[src/design/lssnf_pkg.sv]
// shared constants and controller/datapath interface types for the newest-first slot sorter
package lssnf_pkg;

  localparam int ENTRIES = 32;
  localparam int TIME_W  = 32;
  localparam int SLOT_W  = 5;
  localparam int CNT_W   = $clog2(ENTRIES + 1);

  localparam logic [TIME_W-1:0] SYNC_RESET = TIME_W'(1000000000);

  typedef struct packed {
    logic insert;     // accepted slot goes through the insertion array
    logic pop;        // head result transferred, shift list toward head
    logic clear_run;  // end of run, restart slot numbering
  } dp_cmd_t;

  typedef struct packed {
    logic run_last;   // head result is the last one of the run
  } dp_status_t;

endpackage

[src/design/log_slot_sort_newest_first_unit.sv]
// top level of the newest-first log slot sorter
//
//  channel | handshake                     | payload
//  --------+-------------------------------+-----------------------------------------------
//  in      | in_valid / in_stall           | slot_time, final_slot
//  out     | out_valid / out_stall         | slot_index, entry_time, time_synced,
//          |                               | entry_valid, run_last
//  cfg     | cfg_valid / cfg_ready         | cfg_data (sync threshold)
//
// slots are taken one per cycle while collecting; each of a run's first ENTRIES slots with
// nonzero slot_time goes through a parallel compare-and-shift row of ENTRIES cells in that
// cycle. the final slot moves the block to draining: one result per cycle while out_stall
// is low, from the head, max(valid slots, 1) results, while in_stall stays high. rst is
// synchronous; it clears the counters and state machine and loads the threshold reset
// value. no clearing pass: row is read only below its fill count. cfg_ready is always high.
module log_slot_sort_newest_first_unit (
  input  logic                         clk,
  input  logic                         rst,
  input  logic                         in_valid,
  output logic                         in_stall,
  input  logic [lssnf_pkg::TIME_W-1:0] slot_time,
  input  logic                         final_slot,
  output logic                         out_valid,
  input  logic                         out_stall,
  output logic [lssnf_pkg::SLOT_W-1:0] slot_index,
  output logic [lssnf_pkg::TIME_W-1:0] entry_time,
  output logic                         time_synced,
  output logic                         entry_valid,
  output logic                         run_last,
  input  logic                         cfg_valid,
  output logic                         cfg_ready,
  input  logic [lssnf_pkg::TIME_W-1:0] cfg_data
);

  lssnf_pkg::dp_cmd_t    cmd;
  lssnf_pkg::dp_status_t status;

  assign cfg_ready = 1'b1;

  lssnf_ctrl u_ctrl (
    .clk        (clk),
    .rst        (rst),
    .in_valid   (in_valid),
    .in_stall   (in_stall),
    .final_slot (final_slot),
    .out_valid  (out_valid),
    .out_stall  (out_stall),
    .status     (status),
    .cmd        (cmd)
  );

  lssnf_dp u_dp (
    .clk         (clk),
    .rst         (rst),
    .cfg_valid   (cfg_valid),
    .cfg_data    (cfg_data),
    .slot_time   (slot_time),
    .cmd         (cmd),
    .status      (status),
    .slot_index  (slot_index),
    .entry_time  (entry_time),
    .time_synced (time_synced),
    .entry_valid (entry_valid),
    .run_last    (run_last)
  );

endmodule

[src/design/lssnf_ctrl.sv]
// controller: collects slots, then drains the sorted list
module lssnf_ctrl (
  input  logic                   clk,
  input  logic                   rst,
  input  logic                   in_valid,
  output logic                   in_stall,
  input  logic                   final_slot,
  output logic                   out_valid,
  input  logic                   out_stall,
  input  lssnf_pkg::dp_status_t  status,
  output lssnf_pkg::dp_cmd_t     cmd
);

  typedef enum logic [1:0] {
    COLLECT = 2'b01,
    DRAIN   = 2'b10
  } state_t;

  state_t state;
  state_t state_next;
  logic   accept;

  assign in_stall  = (state != COLLECT);
  assign out_valid = (state == DRAIN);
  assign accept    = in_valid && (state == COLLECT);

  always_comb begin
    state_next    = state;
    cmd.insert    = 1'b0;
    cmd.pop       = 1'b0;
    cmd.clear_run = 1'b0;
    unique case (state)
      COLLECT: begin
        cmd.insert = accept;
        if (accept && final_slot) begin
          state_next = DRAIN;
        end
      end
      DRAIN: begin
        cmd.pop = !out_stall;
        if (!out_stall && status.run_last) begin
          cmd.clear_run = 1'b1;
          state_next    = COLLECT;
        end
      end
      default: begin
        state_next = COLLECT;
      end
    endcase
  end

  always_ff @(posedge clk) begin
    if (rst) begin
      state <= COLLECT;
    end else begin
      state <= state_next;
    end
  end

endmodule

[src/design/lssnf_dp.sv]
// datapath: compare-and-shift insertion array, counters and sync threshold
module lssnf_dp (
  input  logic                                clk,
  input  logic                                rst,
  input  logic                                cfg_valid,
  input  logic [lssnf_pkg::TIME_W-1:0]        cfg_data,
  input  logic [lssnf_pkg::TIME_W-1:0]        slot_time,
  input  lssnf_pkg::dp_cmd_t                  cmd,
  output lssnf_pkg::dp_status_t               status,
  output logic [lssnf_pkg::SLOT_W-1:0]        slot_index,
  output logic [lssnf_pkg::TIME_W-1:0]        entry_time,
  output logic                                time_synced,
  output logic                                entry_valid,
  output logic                                run_last
);

  localparam int N = lssnf_pkg::ENTRIES;

  logic [lssnf_pkg::TIME_W-1:0] times      [N];
  logic [lssnf_pkg::SLOT_W-1:0] slots      [N];
  logic [lssnf_pkg::TIME_W-1:0] times_next [N];
  logic [lssnf_pkg::SLOT_W-1:0] slots_next [N];
  logic [N-1:0]                 gt;
  logic [lssnf_pkg::CNT_W-1:0]  count;
  logic [lssnf_pkg::CNT_W-1:0]  count_next;
  logic [lssnf_pkg::CNT_W-1:0]  slot_cnt;
  logic [lssnf_pkg::CNT_W-1:0]  slot_cnt_next;
  logic [lssnf_pkg::TIME_W-1:0] threshold;
  logic                         in_range;
  logic                         do_ins;
  logic [lssnf_pkg::SLOT_W-1:0] new_slot;

  assign in_range = (slot_cnt < lssnf_pkg::CNT_W'(N));
  assign do_ins   = cmd.insert && in_range && (slot_time != '0)
                    && (count < lssnf_pkg::CNT_W'(N));
  assign new_slot = lssnf_pkg::SLOT_W'(slot_cnt);

  // held entries that stay ahead of the new one (later slot wins ties)
  always_comb begin
    for (int i = 0; i < N; i++) begin
      gt[i] = (lssnf_pkg::CNT_W'(i) < count) && (times[i] > slot_time);
    end
  end

  always_comb begin
    for (int i = 0; i < N; i++) begin
      times_next[i] = times[i];
      slots_next[i] = slots[i];
      if (cmd.pop) begin
        if (i < N - 1) begin
          times_next[i] = times[(i + 1) % N];
          slots_next[i] = slots[(i + 1) % N];
        end
      end else if (do_ins && !gt[i] && (lssnf_pkg::CNT_W'(i) <= count)) begin
        if (i == 0 || gt[(i + N - 1) % N]) begin
          times_next[i] = slot_time;
          slots_next[i] = new_slot;
        end else begin
          times_next[i] = times[(i + N - 1) % N];
          slots_next[i] = slots[(i + N - 1) % N];
        end
      end
    end
  end

  always_comb begin
    count_next = count;
    if (cmd.pop) begin
      if (count != '0) begin
        count_next = count - 1'b1;
      end
    end else if (do_ins) begin
      count_next = count + 1'b1;
    end
  end

  always_comb begin
    slot_cnt_next = slot_cnt;
    if (cmd.clear_run) begin
      slot_cnt_next = '0;
    end else if (cmd.insert && in_range) begin
      slot_cnt_next = slot_cnt + 1'b1;
    end
  end

  always_ff @(posedge clk) begin
    for (int i = 0; i < N; i++) begin
      times[i] <= times_next[i];
      slots[i] <= slots_next[i];
    end
  end

  always_ff @(posedge clk) begin
    if (rst) begin
      count     <= '0;
      slot_cnt  <= '0;
      threshold <= lssnf_pkg::SYNC_RESET;
    end else begin
      count    <= count_next;
      slot_cnt <= slot_cnt_next;
      if (cfg_valid) begin
        threshold <= cfg_data;
      end
    end
  end

  // empty run shows a single marker with all payload fields zero but run_last, which is set
  assign entry_valid   = (count != '0);
  assign run_last      = (count <= lssnf_pkg::CNT_W'(1));
  assign slot_index    = entry_valid ? slots[0] : '0;
  assign entry_time    = entry_valid ? times[0] : '0;
  assign time_synced   = entry_valid && (times[0] >= threshold);
  assign status.run_last = run_last;

endmodule
[config.mk]
export PLATFORM = sky130hd
export DESIGN_NAME = log_slot_sort_newest_first_unit
export DESIGN_NICKNAME = d
export VERILOG_FILES = /design/src/design/lssnf_pkg.sv /design/src/design/log_slot_sort_newest_first_unit.sv /design/src/design/lssnf_ctrl.sv /design/src/design/lssnf_dp.sv
export SDC_FILE = /design/constraint.sdc
export NUM_CORES = 2
export LEC_CHECK = 0
export BUFFER_PORTS_ARGS = -buffer_cell sky130_fd_sc_hd__buf_2
export CAP_MARGIN = 20
export CORE_UTILIZATION = 35
export CTS_CLUSTER_DIAMETER = 100
export DETAILED_ROUTE_END_ITERATION = 12
export PLACE_DENSITY = 0.6
export SLEW_MARGIN = 20
export SYNTH_ARGS = -nofsm -noshare
export SYNTH_HDL_FRONTEND = slang
export SYNTH_SLANG_ARGS = --single-unit
[constraint.sdc]
create_clock -name clk -period 4.9 [get_ports clk]
set_input_delay 0.98 -clock clk [delete_from_list [all_inputs] [get_ports clk]]
set_output_delay 0.98 -clock clk [all_outputs]
set_load 0.005 [all_outputs]
==> impl_metrics.csv <==
group,metric,value,unit
yosys,synth.yosys.warnings,0,
critical_path,reg2reg_slack,1360,ps
critical_path,critical_path_peak_fanout,3,
placement,post-place-cells,11346,
sta,rsz_0062_raised_after_global_routing,"no",
layout,fillCellCount,23537,
job,cap_violations,0,
yosys,yosys.cell_types.count,79,
clock_tree,cts_buffers,143,
clock_tree,clock_sink_count,1230,
grt,grt_overflow,0,
grt,grt_pass1_wl,372000,um
drt,antenna_violating_nets_post_route,0,
critical_path,worst_setup_path_start_kind,"flop",
floorplan,io-pin-count,113,
sta,finalMaxSlewViolations,0,
floorplan,die-height,494,um
drt,drtPass1Iterations,6,
drt,via_count,64749,
clock_tree,clock-root-buffer,"sky130_fd_sc_hd__clkbuf_16",
yosys,post_synth_inst_count,8303,
sta,finalCritPeriodShare,86.5,%
layout,layout.nets,9405,
sta,relSlewSlack,26.9,%
sta,timing.fmax,0.236,GHz
layout,areaGrowthSynthToFinish,11.6,%
yosys,netlist_top_cells_area,"sky130_fd_sc_hd__edfxtp_1 42%, sky130_fd_sc_hd__ha_1 15%, sky130_fd_sc_hd__mux2i_1 11%",
yosys,yosysTopAreaCell,"sky130_fd_sc_hd__edfxtp_1",
layout,layout_commonest_cell,"sky130_fd_sc_hd__nand2_1",
grt,initial_antenna_violation_count,3,
drt,drt_first_iter_violations,5763,
yosys,netlist_area,84800,um2
sta,tightest_slew,1100,ps
sta,fin_skew,26.4,ps
yosys,async_reset_ff_share,0,%
clock_tree,cts_tree,"built",
clock_tree,ctsLongestPathBuffers,3,
floorplan,die_width,494,um
sta,final_number_of_setup_violating_endpoints,0,
clock_tree,worst_setup_hold_path_clk_slew,60,ps
critical_path,cp_data_arrival_time,3260,ps
yosys,yosys.area.top_type_share,41.9,%
critical_path,worst_path_largest_cell_delay,420,ps
yosys,postSynthNetCount,9402,
critical_path,setup_cp_type,"flop to output port",
critical_path,worstSetupEndpointType,"output port",
critical_path,critical-path-slowest-cell,"sky130_fd_sc_hd__a221o_1",
yosys,avgSynthCellArea,10.2,um2
layout,layoutNonFillerInstCount,11602,
critical_path,cp_data_required_time,3920,ps
yosys,count_of_state_elements_after_synthesis,1230,
placement,dp.final_hpwl,188000,um
yosys,synth_edf_count,1184,
drt,routed_wl,245000,um
placement,port_buffers,111,
critical_path,cp_cell_sequence,"inv_1, ha_1, nand2b_1, a21o_1, a211oi_1, o311ai_0, a221o_1, a21oi_1, o41ai_1, buf_2",
pwr,p_per_area,262,nW/um2
clock_tree,cts_resized,0,
grt,grt_use_total,19.4,%
yosys,dominantRegCellSynth,"sky130_fd_sc_hd__edfxtp_1",
layout,post_route_cells_drive_above_1_share,8.50,%
pwr,max-vdd-ir-drop,0.219,mV
grt,globalRoute.busiestLayer,"met2",
drt,detail_route.vias_per_cell,5.58,
floorplan,floorplan.initialDensity,35.2,%
pwr,power.static_leakage,40.0,nW
floorplan,placement_rows,180,
layout,final_core_util,39.3,%
clock_tree,cts_setup_buffers,0,
status,status,"finished clean",
clock_tree,htree_levels,4,
clock_tree,clk_latency,790,ps
grt,use_met2,31.6,%
grt,grt.met3_usage,2.68,%
pwr,p_total,24.8,mW
clock_tree,hold_buffers,0,
worst_hold_path,worst_hold_path_type,"input pin to flop",
sta,timing.final.crit_period,4240,ps
layout,mostFrequentLayoutCells,"1282 x sky130_fd_sc_hd__nand2_1, 1184 x sky130_fd_sc_hd__edfxtp_1, 1029 x sky130_fd_sc_hd__ha_1, 950 x sky130_fd_sc_hd__mux2i_1, 868 x sky130_fd_sc_hd__o21ai_1",
drt,drcViolationCount,0,
grt,number_of_global_route_vias_before_repair,62637,
sta,timing_hold_violations_final,0,
sta,timing.setup.tns,0,ps
grt,met1_track_demand_over_resource_in_global_routing,25.7,%
grt,grt_start_max_net_pins,185,
placement,rd_place_congestion,0.916,
yosys,synth-seq-area-share,43.0,%
floorplan,floorplan_die_area,244000,um2
drt,post_drt_wl_per_cell,21.1,um
floorplan,core-area,241000,um2
==> critical path: cells and delay by family (launching register included) <==
family | cells | cell delay (ps)
flip-flops | 1 | 390
AND/OR/NAND/NOR | 1 | 140
buffers and inverters | 2 | 330
adder cells (fa/ha/maj) | 1 | 260
AO/OA/AOI/OAI | 6 | 1350
==> layout make-up <==
type / instances / area, um2 / area share [%]
Sequential cell: 1230 / 36500 / 38.5
Timing Repair Buffer: 445 / 3710 / 3.92
Multi-Input combinational cell: 6357 / 45500 / 48.1
Clock buffer: 185 / 3970 / 4.19
Clock inverter: 67 / 508 / 0.537
Tap cell: 3185 / 3990 / 4.21
Inverter: 129 / 484 / 0.512
Antenna cell: 4 / 10.0 / 0.0106
==> logic make-up (layout without fill, tap and decap cells) <==
family / count (synthesis) / in the layout / share of synthesized area [%]
AND/OR/NAND/NOR: 2277 / 2277 / 12.2
other: 1 / 5 / 0.00442
AO/OA/AOI/OAI: 2055 / 2055 / 13.9
multiplexers: 987 / 987 / 11.7
flip-flops: 1230 / 1230 / 43.0
adder cells (fa/ha/maj): 1029 / 1029 / 15.2
buffers and inverters: 716 / 826 / 3.91
XOR/XNOR: 8 / 8 / 0.0827
==> registers in the layout, indices dropped and copies added (netlist names) <==
name / count
u_dp.slots: 160
u_dp.count: 6
u_ctrl.state: 2
u_dp.threshold: 32
u_dp.times: 1024
u_dp.slot_cnt: 6
==> per-stage QoR <==
step	instance area [um2]	setup slack (ps)	hold WS, ps
after floorplan	84800	1.88	441
after global placement	90100	315	475
after detailed placement	90100	299	481
after CTS	94600	581	350
after global routing	94600	471	391
final	94600	662	416
==> synth_stat cells, types with 12 or more instances <==
library cell,instances
sky130_fd_sc_hd__a2111oi_0,23
sky130_fd_sc_hd__a211oi_1,48
sky130_fd_sc_hd__a21boi_0,17
sky130_fd_sc_hd__a21o_1,87
sky130_fd_sc_hd__a21oi_1,476
sky130_fd_sc_hd__a221oi_1,12
sky130_fd_sc_hd__a22oi_1,23
sky130_fd_sc_hd__a31oi_1,35
sky130_fd_sc_hd__and2_1,38
sky130_fd_sc_hd__buf_1,17
sky130_fd_sc_hd__buf_2,93
sky130_fd_sc_hd__buf_4,60
sky130_fd_sc_hd__buf_6,29
sky130_fd_sc_hd__clkbuf_1,383
sky130_fd_sc_hd__dfxtp_1,46
sky130_fd_sc_hd__edfxtp_1,1184
sky130_fd_sc_hd__ha_1,1029
sky130_fd_sc_hd__inv_1,127
sky130_fd_sc_hd__mux2_1,37
sky130_fd_sc_hd__mux2i_1,950
sky130_fd_sc_hd__nand2_1,1307
sky130_fd_sc_hd__nand3_1,329
sky130_fd_sc_hd__nand4_1,246
sky130_fd_sc_hd__nor2_1,148
sky130_fd_sc_hd__nor2b_1,43
sky130_fd_sc_hd__nor3_1,33
sky130_fd_sc_hd__nor4_1,58
sky130_fd_sc_hd__o211ai_1,205
sky130_fd_sc_hd__o21ai_0,163
sky130_fd_sc_hd__o21ai_1,870
sky130_fd_sc_hd__o21bai_1,17
sky130_fd_sc_hd__o221ai_1,29
sky130_fd_sc_hd__or4_1,14
sky130_fd_sc_hd__or4b_1,23
==> report_power, final <==
part           internal, mW  leakage, nW  switching, mW
clock network          6.05         2.19           4.46
registers              11.6         11.1          0.147
logic                 0.904         26.7           1.59
==> path summary, 6_finish.rpt <==
path,depth (start not counted),start,to
max,10,u_dp.times[0][0],time_synced
min,3,cfg_data[25],u_dp.threshold[25]
max reg2reg,10,u_dp.count[1],u_dp.times[1][392]
min reg2reg,2,u_dp.threshold[28],u_dp.threshold[28]
==> layer usage <==
metal  routed length [um]  vias up
met1               109000    30868
met2               113000     2015
met4                 9870        2
met5                   18        -
li1                     -    31446
met3                12900      418
(Power assumes the default switching activity.)
